[src/rtl/core/rrqs_pkg.sv]
// Shared types and constants of the round-robin quantum scheduler.
// No dependencies; the controller, datapath and top level import this package.
package rrqs_pkg;

  localparam int MAX_TASKS = 16;
  localparam int SLOT_W = $clog2(MAX_TASKS);
  localparam int CNT_W = $clog2(MAX_TASKS + 1);
  localparam int TERM_W = 4;
  localparam int ID_W = 4;
  localparam int TICK_W = 32;
  localparam int QUANT_W = 16;
  localparam int PADDR_W = 2;
  localparam int PDATA_W = 32;

  localparam logic [QUANT_W-1:0] QUANTUM_RESET = 16'd10;
  localparam logic [PADDR_W-1:0] ADDR_QUANTUM = 2'd0;

  typedef enum logic [1:0] {
    ACT_TICK   = 2'd0,
    ACT_CREATE = 2'd1,
    ACT_KILL   = 2'd2,
    ACT_QUERY  = 2'd3
  } action_t;

  typedef enum logic [1:0] {
    ST_OK        = 2'd0,
    ST_NOT_FOUND = 2'd1,
    ST_REFUSED   = 2'd2,
    ST_FULL      = 2'd3
  } status_t;

  typedef enum logic [2:0] {
    S_IDLE,
    S_EXEC,
    S_UPDATE,
    S_SCAN,
    S_FINISH
  } state_t;

  typedef struct packed {
    logic [1:0]        action;
    logic [ID_W-1:0]   task_id;
    logic [TERM_W-1:0] terminal_number;
  } in_t;

  typedef struct packed {
    logic [1:0]        status;
    logic [ID_W-1:0]   reported_task;
    logic [TICK_W-1:0] run_ticks;
    logic              switched;
    logic [TERM_W-1:0] current_terminal;
  } out_t;

  // Controller to datapath.
  typedef struct packed {
    logic load;
    logic count;
    logic query;
    logic kill;
    logic scan_start;
    logic scan_step;
    logic scan_hit;
    logic scan_miss;
    logic emit;
  } cmd_t;

  // Datapath to controller.
  typedef struct packed {
    action_t action;
    logic    gone;
    logic    expire;
    logic    hit;
    logic    scan_last;
    logic    out_free;
  } sts_t;

endpackage

[src/rtl/core/rrqs_ram.sv]
// Generic single-write, single-read RAM with registered read data.
// No dependencies.
module rrqs_ram #(
  parameter int WIDTH = 32,
  parameter int DEPTH = 16
) (
  input  logic                     clk,
  input  logic                     we,
  input  logic [$clog2(DEPTH)-1:0] waddr,
  input  logic [WIDTH-1:0]         wdata,
  input  logic [$clog2(DEPTH)-1:0] raddr,
  output logic [WIDTH-1:0]         rdata
);

  logic [WIDTH-1:0] mem [DEPTH];

  always_ff @(posedge clk) begin
    if (we) begin
      mem[waddr] <= wdata;
    end
    rdata <= mem[raddr];
  end

endmodule

[src/rtl/core/rrqs_ctrl.sv]
// Sequencer of the scheduler: one word at a time through exec, update, scan, finish.
// Depends on rrqs_pkg.
module rrqs_ctrl import rrqs_pkg::*; (
  input  logic clk,
  input  logic rst,
  input  logic item_valid,
  output logic item_ready,
  input  sts_t sts,
  output cmd_t cmd
);

  state_t state, state_next;

  always_ff @(posedge clk) begin
    if (rst) begin
      state <= S_IDLE;
    end else begin
      state <= state_next;
    end
  end

  always_comb begin
    state_next = state;
    cmd = '0;
    item_ready = 1'b0;
    case (state)
      S_IDLE: begin
        item_ready = 1'b1;
        if (item_valid) begin
          cmd.load = 1'b1;
          state_next = S_EXEC;
        end
      end
      S_EXEC: begin
        case (sts.action)
          ACT_TICK: begin
            if (sts.gone) begin
              cmd.scan_start = 1'b1;
              state_next = S_SCAN;
            end else begin
              state_next = S_UPDATE;
            end
          end
          ACT_CREATE: begin
            cmd.scan_start = 1'b1;
            state_next = S_SCAN;
          end
          ACT_KILL: begin
            cmd.kill = 1'b1;
            state_next = S_FINISH;
          end
          default: begin
            state_next = S_UPDATE;
          end
        endcase
      end
      S_UPDATE: begin
        if (sts.action == ACT_TICK) begin
          cmd.count = 1'b1;
          if (sts.expire) begin
            cmd.scan_start = 1'b1;
            state_next = S_SCAN;
          end else begin
            state_next = S_FINISH;
          end
        end else begin
          cmd.query = 1'b1;
          state_next = S_FINISH;
        end
      end
      S_SCAN: begin
        if (sts.hit) begin
          cmd.scan_hit = 1'b1;
          state_next = S_FINISH;
        end else if (sts.scan_last) begin
          cmd.scan_miss = 1'b1;
          state_next = S_FINISH;
        end else begin
          cmd.scan_step = 1'b1;
        end
      end
      S_FINISH: begin
        if (sts.out_free) begin
          cmd.emit = 1'b1;
          state_next = S_IDLE;
        end
      end
      default: begin
        state_next = S_IDLE;
      end
    endcase
  end

endmodule

[src/rtl/core/rrqs_dpath.sv]
// Datapath of the scheduler: slot table, run-time RAM, ring scan and result register.
// Depends on rrqs_pkg and rrqs_ram.
module rrqs_dpath import rrqs_pkg::*; (
  input  logic               clk,
  input  logic               rst,
  input  in_t                item,
  input  logic [QUANT_W-1:0] quantum_length,
  input  cmd_t               cmd,
  output sts_t               sts,
  output logic               result_valid,
  input  logic               result_ready,
  output out_t               result
);

  function automatic logic [SLOT_W-1:0] ring_next(input logic [SLOT_W-1:0] slot);
    ring_next = (slot == SLOT_W'(MAX_TASKS - 1)) ? '0 : slot + SLOT_W'(1);
  endfunction

  // Control state
  logic [MAX_TASKS-1:0] live;
  logic [MAX_TASKS-1:0] rt_valid;
  logic [TERM_W-1:0]    term_q [MAX_TASKS];
  logic [SLOT_W-1:0]    cur;
  logic [SLOT_W-1:0]    tail;
  logic [QUANT_W-1:0]   ql;
  logic                 gone;

  // Payload
  in_t                item_q;
  logic [SLOT_W-1:0]  scan_slot;
  logic [CNT_W-1:0]   scan_left;
  status_t            res_status;
  logic [TICK_W-1:0]  res_ticks;
  logic               res_sw;
  logic               res_created;
  logic [SLOT_W-1:0]  res_new;
  logic               rd_valid;

  action_t            act;
  logic [SLOT_W-1:0]  id_slot;
  logic               id_ok;
  logic [SLOT_W-1:0]  ram_raddr;
  logic [TICK_W-1:0]  ram_rdata;
  logic [TICK_W-1:0]  rt_now;
  logic [QUANT_W-1:0] reload;
  logic               hit;

  assign act       = action_t'(item_q.action);
  assign id_slot   = SLOT_W'(item_q.task_id);
  assign id_ok     = (32'(item_q.task_id) < 32'(MAX_TASKS)) && live[id_slot];
  assign ram_raddr = (act == ACT_QUERY) ? id_slot : cur;
  // Never-written entries read as zero.
  assign rt_now    = rd_valid ? ram_rdata : '0;
  assign reload    = (quantum_length == '0) ? QUANT_W'(1) : quantum_length;
  assign hit       = (scan_slot != '0) &&
                     ((act == ACT_CREATE) ? !live[scan_slot] : live[scan_slot]);

  assign sts.action    = act;
  assign sts.gone      = gone;
  assign sts.expire    = (ql <= QUANT_W'(1));
  assign sts.hit       = hit;
  assign sts.scan_last = (scan_left == CNT_W'(1));
  assign sts.out_free  = !result_valid || result_ready;

  rrqs_ram #(
    .WIDTH (TICK_W),
    .DEPTH (MAX_TASKS)
  ) u_run_time (
    .clk   (clk),
    .we    (cmd.count),
    .waddr (cur),
    .wdata (rt_now + TICK_W'(1)),
    .raddr (ram_raddr),
    .rdata (ram_rdata)
  );

  always_ff @(posedge clk) begin
    if (rst) begin
      live         <= MAX_TASKS'(1);
      rt_valid     <= '0;
      cur          <= '0;
      tail         <= '0;
      ql           <= QUANTUM_RESET;
      gone         <= 1'b0;
      result_valid <= 1'b0;
      for (int i = 0; i < MAX_TASKS; i++) begin
        term_q[i] <= '0;
      end
    end else begin
      if (cmd.count) begin
        rt_valid[cur] <= 1'b1;
        if (!sts.expire) begin
          ql <= ql - QUANT_W'(1);
        end
      end
      if (cmd.kill && id_ok && (item_q.task_id != '0)) begin
        live[id_slot] <= 1'b0;
        if (id_slot == cur) begin
          gone <= 1'b1;
        end
      end
      if (cmd.scan_hit) begin
        if (act == ACT_CREATE) begin
          live[scan_slot]     <= 1'b1;
          rt_valid[scan_slot] <= 1'b0;
          term_q[scan_slot]   <= item_q.terminal_number;
          tail                <= scan_slot;
        end else begin
          cur  <= scan_slot;
          gone <= 1'b0;
          ql   <= reload;
        end
      end
      if (cmd.scan_miss && (act != ACT_CREATE)) begin
        // Current task was killed and nothing else is live: fall back to idle.
        if (gone) begin
          cur <= '0;
        end
        gone <= 1'b0;
        ql   <= reload;
      end
      if (cmd.emit) begin
        result_valid <= 1'b1;
      end else if (result_ready) begin
        result_valid <= 1'b0;
      end
    end
  end

  always_ff @(posedge clk) begin
    rd_valid <= rt_valid[ram_raddr];
    if (cmd.load) begin
      item_q      <= item;
      res_status  <= ST_OK;
      res_ticks   <= '0;
      res_sw      <= 1'b0;
      res_created <= 1'b0;
    end
    if (cmd.scan_start) begin
      scan_slot <= ring_next((act == ACT_CREATE) ? tail : cur);
      scan_left <= (act == ACT_CREATE) ? CNT_W'(MAX_TASKS) : CNT_W'(MAX_TASKS - 1);
    end
    if (cmd.scan_step) begin
      scan_slot <= ring_next(scan_slot);
      scan_left <= scan_left - CNT_W'(1);
    end
    if (cmd.scan_hit) begin
      if (act == ACT_CREATE) begin
        res_created <= 1'b1;
        res_new     <= scan_slot;
      end else begin
        res_sw <= 1'b1;
      end
    end
    if (cmd.scan_miss) begin
      if (act == ACT_CREATE) begin
        res_status <= ST_FULL;
      end else if (gone) begin
        res_sw <= 1'b1;
      end
    end
    if (cmd.kill) begin
      if (!id_ok) begin
        res_status <= ST_NOT_FOUND;
      end else if (item_q.task_id == '0) begin
        res_status <= ST_REFUSED;
      end
    end
    if (cmd.query) begin
      if (!id_ok) begin
        res_status <= ST_NOT_FOUND;
      end else begin
        res_ticks <= rt_now;
      end
    end
    if (cmd.emit) begin
      result.status           <= res_status;
      result.reported_task    <= ID_W'(res_created ? res_new : cur);
      result.run_ticks        <= res_ticks;
      result.switched         <= res_sw;
      result.current_terminal <= term_q[cur];
    end
  end

endmodule

[src/rtl/core/round_robin_quantum_scheduler.sv]
// Top level of the round-robin quantum scheduler: APB register, controller, datapath.
// Depends on rrqs_pkg, rrqs_ctrl and rrqs_dpath.
//
//   channel   direction  handshake                   word
//   item      in         item_valid / item_ready     in_t  (action, task_id, terminal_number)
//   result    out        result_valid / result_ready out_t (status ... current_terminal)
//   apb       in/out     psel, penable, pready=1     quantum_length at byte address 0
//
// One word is in work at a time. After the accepting edge, a kill passes through exec and
// finish; a query and a tick that does not expire pass through exec, update and finish. A
// tick whose quantum expires passes exec, update, the ring scan (at most MAX_TASKS-1 slots
// tested) and finish; a tick after its task was killed skips update, and a create passes
// exec, a scan of at most MAX_TASKS slots and finish. The finish step emits the result.
// Ready returns in the cycle the result turns valid.
// rst is synchronous and active high; it empties the table but for the idle slot
// and loads the quantum with its reset value of 10.
// A stalled result holds in the output register while the next word is accepted;
// that word waits in its finish step until the register is free.
module round_robin_quantum_scheduler import rrqs_pkg::*; (
  input  logic               clk,
  input  logic               rst,
  input  logic               item_valid,
  output logic               item_ready,
  input  in_t                item,
  output logic               result_valid,
  input  logic               result_ready,
  output out_t               result,
  input  logic               psel,
  input  logic               penable,
  input  logic               pwrite,
  input  logic [PADDR_W-1:0] paddr,
  input  logic [PDATA_W-1:0] pwdata,
  output logic [PDATA_W-1:0] prdata,
  output logic               pready
);

  logic [QUANT_W-1:0] quantum_length;
  cmd_t               cmd;
  sts_t               sts;

  // Zero-wait APB slave; the register is written in the access phase.
  assign pready = 1'b1;
  assign prdata = (paddr == ADDR_QUANTUM) ? PDATA_W'(quantum_length) : '0;

  always_ff @(posedge clk) begin
    if (rst) begin
      quantum_length <= QUANTUM_RESET;
    end else if (psel && penable && pwrite && (paddr == ADDR_QUANTUM)) begin
      quantum_length <= pwdata[QUANT_W-1:0];
    end
  end

  // Sequence each word: decode, read run time, count or scan, deliver.
  rrqs_ctrl u_ctrl (
    .clk        (clk),
    .rst        (rst),
    .item_valid (item_valid),
    .item_ready (item_ready),
    .sts        (sts),
    .cmd        (cmd)
  );

  // Hold the slot table, run times and current task; drive the result register.
  rrqs_dpath u_dpath (
    .clk            (clk),
    .rst            (rst),
    .item           (item),
    .quantum_length (quantum_length),
    .cmd            (cmd),
    .sts            (sts),
    .result_valid   (result_valid),
    .result_ready   (result_ready),
    .result         (result)
  );

endmodule
[config.mk]
export PLATFORM = sky130hd
export DESIGN_NAME = round_robin_quantum_scheduler
export DESIGN_NICKNAME = d
export VERILOG_FILES = /design/src/rtl/core/rrqs_pkg.sv /design/src/rtl/core/rrqs_ram.sv /design/src/rtl/core/rrqs_ctrl.sv /design/src/rtl/core/rrqs_dpath.sv /design/src/rtl/core/round_robin_quantum_scheduler.sv
export SDC_FILE = /design/constraint.sdc
export NUM_CORES = 1
export LEC_CHECK = 0
export BUFFER_PORTS_ARGS = -buffer_cell sky130_fd_sc_hd__buf_4
export CORE_MARGIN = 5
export CORE_UTILIZATION = 25
export DETAILED_ROUTE_END_ITERATION = 6
export GPL_ROUTABILITY_DRIVEN = 0
export PLACE_DENSITY_LB_ADDON = 0.2
export RECOVER_POWER = 50
export SKIP_CTS_REPAIR_TIMING = 1
export SLEW_MARGIN = 20
export SYNTH_ARGS = -nofsm -noshare
export SYNTH_HDL_FRONTEND = slang
export SYNTH_SLANG_ARGS = --single-unit
export TNS_END_PERCENT = 1
[constraint.sdc]
create_clock -name clk -period 12.9 [get_ports clk]
set_clock_uncertainty 0.05 [all_clocks]
set_input_delay 0.645 -clock clk [delete_from_list [all_inputs] [get_ports clk]]
set_output_delay 0.645 -clock clk [all_outputs]
set_load 0.01 [all_outputs]
==> results.txt, run 1 <==
The met2 usage in global routing came out at around a fifth. The number of endpoints with negative hold slack in the final report is 0. The number of buffers on the longest clock path is 3.

For this block, the routed nets add up to 81.9 mm of wire. Based on the critical path, the design can be clocked at up to around 180 MHz. The run finished, with violations left. In the routed layout, each cell is associated on average with a via count of 4.59. The final period demand of the worst path came out at 5660 ps. The cell count after synthesis came out at 1992. The total die area is between 100000 and 150000 um2. The number of warnings printed during yosys synthesis came out at 0.

In this run the worst path has a maximum fanout of 38. The remaining antenna violation count is 0. The clock network fraction of total power is roughly 44%. The leakage power total is about 12 nW. In the final timing run, aggregate negative setup slack is 0 ps. The tightest slew margin relative to the limit came out at -133%. STA classifies the critical path startpoint as a flop.

The data arrival time of the worst path is 5980 ps. The number of slew-limit violations in the final report came out at 586. Counting flops with an async set or reset pin after synthesis yields a share of 0%. The number of I/O port buffers came out at 95. The register clock-pin slew on the reported worst setup and hold paths is 60 ps. The floorplan row count is 131. The tightest hold path in the finished design has a slack of ~160 ps. Per report_power, the sequential group accounts for a little over 50% of the total.

Leaving out fill and tap cells, the most frequent cell in the layout is sky130_fd_sc_hd__edfxtp_1. The cell that appears most often on the critical path is sky130_fd_sc_hd__clkbuf_1. After Yosys synthesis, full adders, half adders and majority gates account for less than 1% of the synthesized area. The overall routing resource usage is 12.0%. In the post-synthesis netlist, the biggest area contributors are sky130_fd_sc_hd__edfxtp_1 (61%), sky130_fd_sc_hd__mux4_2 (11%), sky130_fd_sc_hd__dfxtp_1 (9.2%). The number of flip-flops and latches in the synthesized netlist is 788. For this block, the initial DRC count from the detailed router was 1288. Synthesis instantiated 71 different standard cells from the library.

Across all register-to-register paths, the minimum setup slack is about 7200 ps. The mapped netlist covers 31800 um2. The worst hold path depth is 1.

The main combinational cell family by area after synthesis is multiplexers. Of the post-synthesis cell area, the part taken by muxes is 12.6%. Net switching is 21.9% of the power. The wire length per cell came out at 21.4 um.

The total number of vias came out at 17500. The pre-antenna-repair detailed-routing pass consisted of 5 iterations. The global-route track usage on met1 came out at 15.6%. The number of cells on the worst reg-to-reg path came out at 7. The measured slew at the worst slew-check pin came out at roughly 3500 ps. The worst setup path is captured at a flop.

The synthesized netlist devotes under 10% of its cell area to compound gates. Setup repair after global routing left no endpoint under its margin. sky130_fd_sc_hd__edfxtp_1 takes more of the synthesized area than any other cell. In this run the critical register-to-register path is captured at u_dpath.u_run_time.mem[12][30]. The count of flip-flops with a built-in enable after synthesis came out at 642. The count of antenna diodes in the layout is 0. The placeable core region came out at 127000 um2. For this run, the register share of the synthesized area comes to 69.7%. The path with the worst hold slack has its endpoint at u_dpath.item_q[2]. The signal on the critical path passes through clkbuf_1 -> clkbuf_1 -> nand4_1 -> or3_1 -> nor3_1 -> xor2_1 -> and2_1.

The met3 track demand over resource came out at 1.89%. In the layout the commonest cells are sky130_fd_sc_hd__edfxtp_1 (642), sky130_fd_sc_hd__nand2_1 (201), sky130_fd_sc_hd__mux4_2 (160). The worst path required time came out at 13220 ps. Internal power comes to 4.34 mW.

The worst register-to-register path begins at u_dpath.rd_valid. The layer with the highest usage is met2. In this design, the stage delay of the slowest critical-path cell is 1550 ps. The H-tree level count came out at 3. The type of the most critical hold path is primary input to flop. The fill cell total of the finished layout came out at 12700. The number of antenna violations at the first check in global routing was 5.

In the synthesized netlist the dominant register cell turns out to be sky130_fd_sc_hd__edfxtp_1. The pin count of the biggest net entering global routing came out at 133. Global routing finished with a remaining overflow of 0. The vertical die dimension is roughly 370 um. The beginning of the worst hold path is item[2]. The effective utilization at floorplan is 25.1%. TritonCTS built the clock tree.

The number of maximum-capacitance constraint violations came out at 16. The area growth from synthesis to layout is 16.2%. The first global-routing pass estimated between 100 and 150 mm of wire. The final reports fail on max-capacitance violations, max-slew violations. The share of final-layout standard cells stronger than drive strength 1 came out at between 10% and 20%.

The switching power summed over all nets came out at 1.22 mW. The clock network latency to the later pin of the worst-skew pair is 640 ps. Of the total synthesized cell area, the portion taken by AND, OR, NAND and NOR gates is under 10%. The die boundary width came out at roughly 370 um. The critical path is of the flop to flop type.

The number of global-route vias before repair is 18400. The ratio of total power to cell area is 150 nW/um2. The final critical-path share of the clock period is 43.9%. The detailed placer's ending HPWL came out at 44.8 mm.

In the routed design, unresolved DRC markers number 0. The xor/xnor share of the synthesized area came out at 1.23%. The count of pins on the block boundary is 129.

The TritonCTS buffer count came out at 82. The average instance in the mapped netlist occupies 16.0 um2. The largest individual stage delay along the critical path comes from the cell sky130_fd_sc_hd__clkbuf_1.

The number of nets in the final layout is around 2200. The worst voltage drop across the vdd grid is 75.9 uV. The tree is rooted in a sky130_fd_sc_hd__clkbuf_16. Combinational logic is responsible for 5.1% of the overall power. The final number of setup-violating endpoints is 0. The top-area cell type share of the netlist area came out at 60.6%. The number of sinks driven by the clock tree is between 700 and 800.
## stage by stage
stage               std cells  setup slack [ps]  cell area (um2)  power [mW]  utilization, %
global placement         3669              8730            34500        3.18            27.2
detailed placement       3669              8700            34500        3.18            27.2
global route             3821              6830            37000        5.76            29.1
finish                   3821              7240            37000        5.56            29.1
floorplan                2011              7830            31900        3.07               -
CTS                      3821              8700            37300        5.64            29.3
## routing by layer
metal | wire (um) | vias up
met4 | 1440 | 2
met5 | 20 | -
met1 | 36000 | 9190
li1 | - | 7872
met2 | 41100 | 371
met3 | 3350 | 97
## how the worst max path moves through the flow
stage	start	endpoint	slack, ps	cells past startpoint
CTS	u_dpath.act[0]	u_dpath.u_run_time.rdata[15]	8700	8
detailed placement	u_dpath.act[0]	u_dpath.u_run_time.rdata[15]	8700	8
floorplan	u_ctrl.state[2]	u_dpath.u_run_time.mem[0][0]	7830	5
finish	u_dpath.rd_valid	u_dpath.u_run_time.mem[12][30]	7240	7
global route	u_dpath.rd_valid	u_dpath.u_run_time.mem[9][30]	6830	7
global placement	u_dpath.act[0]	u_dpath.u_run_time.rdata[25]	8730	8
## kinds of logic (layout without fill, tap and decap cells)
| kind of cell | count (synthesis) | after routing |
|---|---|---|
| xor+xnor | 44 | 44 |
| compound gates | 226 | 226 |
| simple gates | 566 | 566 |
| other cells | 2 | 21 |
| mux | 199 | 199 |
| buf+inv | 157 | 305 |
| fa+ha+maj | 10 | 10 |
| flops | 788 | 788 |
## cell type report
class / count / area (um2) / share of cell area (%)
clock buffer: 114 / 2320 / 6.26
clock inverter: 38 / 462 / 1.25
inverter: 18 / 67.6 / 0.183
multi-input combinational: 1066 / 9080 / 24.5
sequential: 788 / 22200 / 60.0
tap: 1662 / 2080 / 5.62
timing repair buffer: 135 / 783 / 2.12
## synth_stat cells, drive strengths merged (3+ instances only)
library cell,number
nand4,10
o21ai,50
ha,10
and3,44
xor2,20
a31oi,37
o21ba,7
nand2b,11
nand3b,5
nor2b,8
mux2i,26
nor4b,4
dfxtp,146
edfxtp,642
o31ai,8
o311ai,4
or2,3
nand3,60
nor3,25
clkbuf,74
a21boi,8
a31o,3
inv,18
or4,4
a21o,13
xnor2,24
or3,12
buf,65
nand2,202
a21oi,42
mux2,13
mux4,160
and2,69
o211ai,4
and4,7
nor4,15
nor2,79
a211oi,36
## state kept, by name (all words and copies together) (netlist names), 16 cells and up
| name | flops |
|---|---|
| quantum_length | 16 |
| u_dpath.live | 16 |
| u_dpath.ql | 16 |
| u_dpath.res_ticks | 32 |
| u_dpath.result | 43 |
| u_dpath.rt_valid | 16 |
| u_dpath.term_q | 64 |
| u_dpath.u_run_time.mem | 512 |
| u_dpath.u_run_time.rdata | 32 |
## power groups by stage
stage	registers [mW]	logic, mW	clock network [mW]
after global routing	2.84	0.311	2.61
after global placement	2.89	0.288	0
after floorplan	2.86	0.209	0
after CTS	2.84	0.293	2.51
final	2.84	0.282	2.44
after detailed placement	2.89	0.293	0
## critical path, delay by kind of cell, from the launching register on
family,cells,cell delay (ps)
buffers and inverters,2,2430
AND/OR/NAND/NOR,4,2380
flip-flops,1,310
XOR/XNOR,1,180
Note: power is estimated with default switching activity, not from simulation.
==> inputs of run 2 (changes only) <==
==> constraint.sdc (replaced) <==
create_clock -name clk -period 5.72 [get_ports clk]
set_clock_uncertainty 0.05 [all_clocks]
set_input_delay 0.286 -clock clk [delete_from_list [all_inputs] [get_ports clk]]
set_output_delay 0.286 -clock clk [all_outputs]
set_load 0.01 [all_outputs]
==> results.txt, run 2 (synthesis gave the netlist of run 1 again) <==
The tightest slew margin relative to the limit is -129% (+3.6 points). The final critical-path share of the clock period was 79.8% (+36 points). The path class of the tightest hold or removal check is primary input to flop.

The total wirelength of the detailed-routed design came out at 83.7 mm (+2.1%). The worst setup path is launched from a flop. TritonCTS built the clock tree. The number of vias per cell after detailed routing came out at 4.57 (-0.46%). Setup repair after global routing left no endpoint under its margin. The number of maximum-capacitance constraint violations came to 14 (-2). The total DRC errors in the routed layout came out at 0 (unchanged). The floorplan row count came out at 131 (unchanged). The number of buffers on the longest clock path came out at 3 (unchanged).

The total die area came out at 135000 um2 (unchanged). The clock network latency to the later pin of the worst-skew pair is 640 ps (about the same). The area of placed instances is 34700 um2 (+0.57%). The flow ran to the end, but the final reports show violations. The share of final-layout standard cells stronger than drive strength 1 is 19.4% (+0.71 points). In the layout the commonest cells are sky130_fd_sc_hd__edfxtp_1 (642), sky130_fd_sc_hd__nand2_1 (201), sky130_fd_sc_hd__mux4_2 (160). The largest registers in the layout are u_dpath.u_run_time.mem x512, u_dpath.term_q x64, u_dpath.result x43. The TritonCTS buffer count came to 83 (+1.2%). The final number of setup-violating endpoints came to 0 (unchanged).

The tree is rooted in a sky130_fd_sc_hd__clkbuf_16. The overall routing resource usage was 12.2% (+0.23 points). The final standard cell utilization of the core came out at 29.5% (+0.35 points). From synthesis to final layout, the design area changed by 17.6%. The register clock-pin slew on the reported worst setup and hold paths came out at 60 ps (about the same).

The cell area after layout came to 37400 um2 (+1.2%). The final hold slack came out at 111 ps (-52.8 ps). The number of flip-flops under the largest register name came to 512 (unchanged).

The length of the first detailed-routing pass in iterations is 5 (unchanged). The count of antenna diodes in the layout is 0 (unchanged). The effective utilization at floorplan was 25.1% (unchanged). The pin count of the biggest net entering global routing is 68 (-49%). The worst voltage drop across the vdd grid came out at 171 uV (+130%). The ratio of total power to cell area is 334 nW/um2 (+120%). The final reports fail on max-capacitance violations, max-slew violations. The classification of the worst setup path is flop to flop. The wire length per cell came out at 21.7 um (+1.1%). The number of I/O port buffers came out at 95 (unchanged). The global-route wire length before repair is 124 mm (+1.5%).

The vertical die dimension came out at 367 um (unchanged). The number of endpoints with negative hold slack in the final report is 0 (unchanged). The H-tree level count is 3 (unchanged). The final-layout setup total negative slack was 0 ps (unchanged).

The number of antenna violations at the first check in global routing came out at 3 (-2). The biggest fanout along the worst timing path is 33 (-13%). The library cell used most frequently in the layout, excluding fill and tap cells, is sky130_fd_sc_hd__edfxtp_1. The number of global-route vias before repair is 18300 (-0.76%).

The total number of vias came out at 17600 (+0.58%). The number of sinks driven by the clock tree came out at 788 (unchanged). The worst path required time is 5830 ps (-7390 ps). The final period demand of the worst path was 4560 ps (-1100 ps). The maximum operating frequency was 219 MHz (+24%).

The number of slew-limit violations in the final report is 437 (-25%). The leakage power total came to 12.4 nW (+1.9%). The data arrival time of the worst path is 4680 ps (-1300 ps).

The count of pins on the block boundary came out at 129 (unchanged). The total congestion overflow after global routing came out at 0 (unchanged). The measured slew at the worst slew-check pin was 3440 ps (-53.3 ps). The register ranked first by flip-flop count is u_dpath.u_run_time.mem.

The number of nets in the final layout was 2193 (+1.9%). The starting DRC count in detailed routing is 1221 (-5.2%). The power after layout was 12.5 mW (+130%). The die boundary width is 367 um (unchanged). The remaining antenna violation count is 0 (unchanged).

The placeable core region was 127000 um2 (unchanged). The worst setup path is captured at a flop. The detailed placer's ending HPWL is 48.5 mm (+8.3%).
[run 2: worst paths after layout]
| kind | start | to | slack, ps | cells past startpoint |
|---|---|---|---|---|
| hold reg to reg | u_dpath.res_ticks[30] | u_dpath.result[35] | 380 | 0 |
| setup / recovery | u_ctrl.state[1] | u_dpath.u_run_time.mem[2][29] | 1160 | 5 |
| hold / removal | rst | quantum_length[3] | 110 | 3 |
| setup reg to reg | u_ctrl.state[1] | u_dpath.u_run_time.mem[2][29] | 1160 | 5 |
[run 2: critical path, cell delays in order (launching register included)]
cell and delay, ps:
sky130_fd_sc_hd__dfxtp_1 510, sky130_fd_sc_hd__or3b_1 460, sky130_fd_sc_hd__nor2_1 280, sky130_fd_sc_hd__nand3b_1 220, sky130_fd_sc_hd__nor3_1 180, sky130_fd_sc_hd__clkbuf_1 2340
[run 2: final cells by class]
| class | count | area, um2 |
|---|---|---|
| sequential | 788 | 22200 |
| fill | 12600 | 89600 |
| clock buffer | 115 | 2350 |
| tap | 1662 | 2080 |
| timing repair buffer | 175 | 1240 |
| multi-input combinational | 1066 | 9070 |
| clock inverter | 37 | 419 |
| inverter | 18 | 67.6 |
[run 2: where the power goes]
part           internal (mW)  switching, mW
Combinational          0.260          0.407
Sequential              6.29          0.106
Clock                   3.20           2.25
Total                   9.76           2.76
[run 2: metrics by stage]
step	cells	setup slack, ps
6_report	3861	1160
4_1_cts	3834	1970
3_3_place_gp	3678	2120
5_1_grt	3861	841
3_5_place_dp	3682	2030
2_1_floorplan	2011	647
[run 2: routing by layer]
layer	GRT usage, %	vias to the layer above	share of wire (%)
li1	-	7955	-
met1	16.0	9250	45
met2	21.2	331	50
met3	1.89	98	3.7
met4	2.99	0	1.7
met5	0	-	0
==> inputs of run 3 (changes only) <==
==> constraint.sdc (replaced) <==
create_clock -name clk -period 3.86 [get_ports clk]
set_clock_uncertainty 0.05 [all_clocks]
set_input_delay 0.193 -clock clk [delete_from_list [all_inputs] [get_ports clk]]
set_output_delay 0.193 -clock clk [all_outputs]
set_load 0.01 [all_outputs]
==> results.txt, run 3 (synthesis gave the netlist of run 1 again) <==
The flow ran to the end, but the final reports show violations. The final reports fail on max-capacitance violations, max-slew violations. The die boundary width came out at 367 um (unchanged). The total wirelength of the detailed-routed design is 85.5 mm (+2.2%). The number of nets in the final layout is 2218 (+1.1%). The biggest fanout along the worst timing path is 33 (unchanged). The area of placed instances came out at 35000 um2 (+1.0%).

The area used by multi-input combinational logic is 9050 um2 (-0.25%). The capturing element type of the critical path is a flop. The count of pins on the block boundary is 129 (unchanged).

The data arrival time of the worst path came out at 3580 ps (-1100 ps). The total die area came to 135000 um2 (unchanged). The total congestion overflow after global routing was 0 (unchanged). The worst setup path is launched from a flop. The critical path in this run is classified as flop to flop. The clock network latency to the later pin of the worst-skew pair was 630 ps (about the same). The final critical-path share of the clock period is 88.4% (+8.7 points).

The measured slew at the worst slew-check pin is 1770 ps (-1670 ps). The floorplan row count is 131 (unchanged). The number of maximum-capacitance constraint violations came to 5 (-9). The detailed placer's ending HPWL was 49.3 mm (+1.8%).

TritonCTS built the clock tree. The final number of setup-violating endpoints is 0 (unchanged). The number of buffers on the longest clock path came out at 3 (unchanged). The number of endpoints with negative hold slack in the final report is 0 (unchanged). The number of slew-limit violations in the final report is 153 (-65%). The type of the most critical hold path is primary input to flop. The ratio of total power to cell area came out at 495 nW/um2 (+48%). The setup slack after layout is 446 ps (-711 ps). In the layout the commonest cells are sky130_fd_sc_hd__edfxtp_1 (642), sky130_fd_sc_hd__nand2_1 (201), sky130_fd_sc_hd__mux4_2 (160).

The H-tree level count was 3 (unchanged). The pin count of the biggest net entering global routing is 69 (+1.5%). The worst voltage drop across the vdd grid came to 341 uV (+99%). The synthesis-to-layout area growth is 18.3%. The number of antenna violations at the first check in global routing came out at 1 (-2).

The number of flip-flops under the largest register name is 512 (unchanged). The maximum operating frequency is 293 MHz (+34%). CTS placed an instance of sky130_fd_sc_hd__clkbuf_16 at the clock tree root.

The cell area after layout came out at 37700 um2 (+0.61%). The wire length per cell is 22.0 um (+1.5%). The worst setup timing slack at the placement stage is 721 ps (-1310 ps).

Ranked by flip-flop count, first place goes to u_dpath.u_run_time.mem. The leakage power total is 12.5 nW (+0.86%). The fill cell total of the finished layout is 12600 (-0.12%). The starting DRC count in detailed routing is 1222 (+0.082%). The TritonCTS buffer count is 80 (-3.6%).

The total number of vias came out at 17900 (+1.2%). The final period demand of the worst path came out at 3410 ps (-1150 ps). The number of global-route vias before repair is 18600 (+1.6%). The register clock-pin slew on the reported worst setup and hold paths came out at 60 ps (about the same). The effective utilization at floorplan is 25.1% (unchanged).

The overall routing resource usage is 12.4% (+0.21 points). The length of the first detailed-routing pass in iterations came out at 4 (-1). The sequential standard cell area is 22200 um2 (about the same). The number of sinks driven by the clock tree is 788 (unchanged). Setup repair after global routing left no endpoint under its margin.

The total DRC errors in the routed layout came out at 0 (unchanged). The library cell used most frequently in the layout, excluding fill and tap cells, is sky130_fd_sc_hd__edfxtp_1. The worst reg-to-reg setup slack came out at 450 ps (-710 ps). The count of antenna diodes in the layout came out at 0 (unchanged). The number of I/O port buffers came out at 95 (unchanged). The placeable core region was 127000 um2 (unchanged).

The number of vias per cell after detailed routing is 4.59 (+0.56%). The worst path required time came out at 4020 ps (-1810 ps). The tightest slew margin relative to the limit is -18.0% (+110 points). The vertical die dimension came out at 367 um (unchanged). The largest registers in the layout are u_dpath.u_run_time.mem x512, u_dpath.term_q x64, u_dpath.result x43. The share of final-layout standard cells stronger than drive strength 1 is 19.9% (+0.54 points). The global-route wire length before repair came out at 126 mm (+1.5%). The remaining antenna violation count came out at 0 (unchanged).
==> run 3: cell count changes in the layout (fill, tap and decap cells not counted), sizes merged <==
cell	delta
buf	+16
bufinv	+4
inv	+3
clkinvlp	+3
==> run 3: area by class of cell <==
class	count	share of cell area (%)
multi-input cells	1066	24.0
flip-flops and latches	788	59.0
clock inverters	47	1.51
well taps	1662	5.52
inverters	18	0.179
clock buffers	103	5.85
repair buffers	203	3.96
==> run 3: worst paths after layout <==
check,startpoint,end,cells after the start
setup / recovery,u_dpath.cur[3],u_dpath.u_run_time.mem[8][29],3
hold / removal,item_valid,u_ctrl.state[0],4
setup reg to reg,u_dpath.cur[3],u_dpath.u_run_time.mem[8][29],3
hold reg to reg,u_dpath.res_ticks[20],u_dpath.result[25],0
==> run 3: metrics by stage <==
step	hold slack [ps]	setup TNS, ps	power (mW)	std cells	util (%)
floorplan	242	-109300	10.3	2011	-
global placement	323	0	10.7	3710	27.6
detailed placement	322	0	10.7	3710	27.6
CTS	-345	0	18.9	3860	29.8
global route	18.1	0	19.3	3887	29.6
finish	25.4	0	18.6	3887	29.6
==> run 3: metal layers <==
metal	GRT usage [%]	share of wire [%]	up-vias
li1	-	-	8023
met1	16.1	44	9361
met2	21.8	50	368
met3	2.03	3.9	101
met4	2.97	1.8	0
met5	0	0	-
==> run 3: report_power, final <==
| part | total [mW] | internal, mW | switching (mW) | leakage [nW] |
|---|---|---|---|---|
| combinational | 1.03 | 0.408 | 0.624 | 3.96 |
| clock | 8.13 | 4.81 | 3.33 | 1.35 |
| sequential | 9.48 | 9.32 | 0.153 | 7.17 |
| total | 18.6 | 14.5 | 4.10 | 12.5 |
==> run 3: worst max-delay path: stages (launching register included) <==
cell and delay (ps):
sky130_fd_sc_hd__dfxtp_1 920, sky130_fd_sc_hd__nand2b_1 390, sky130_fd_sc_hd__nor4_1 270, sky130_fd_sc_hd__clkbuf_2 1330
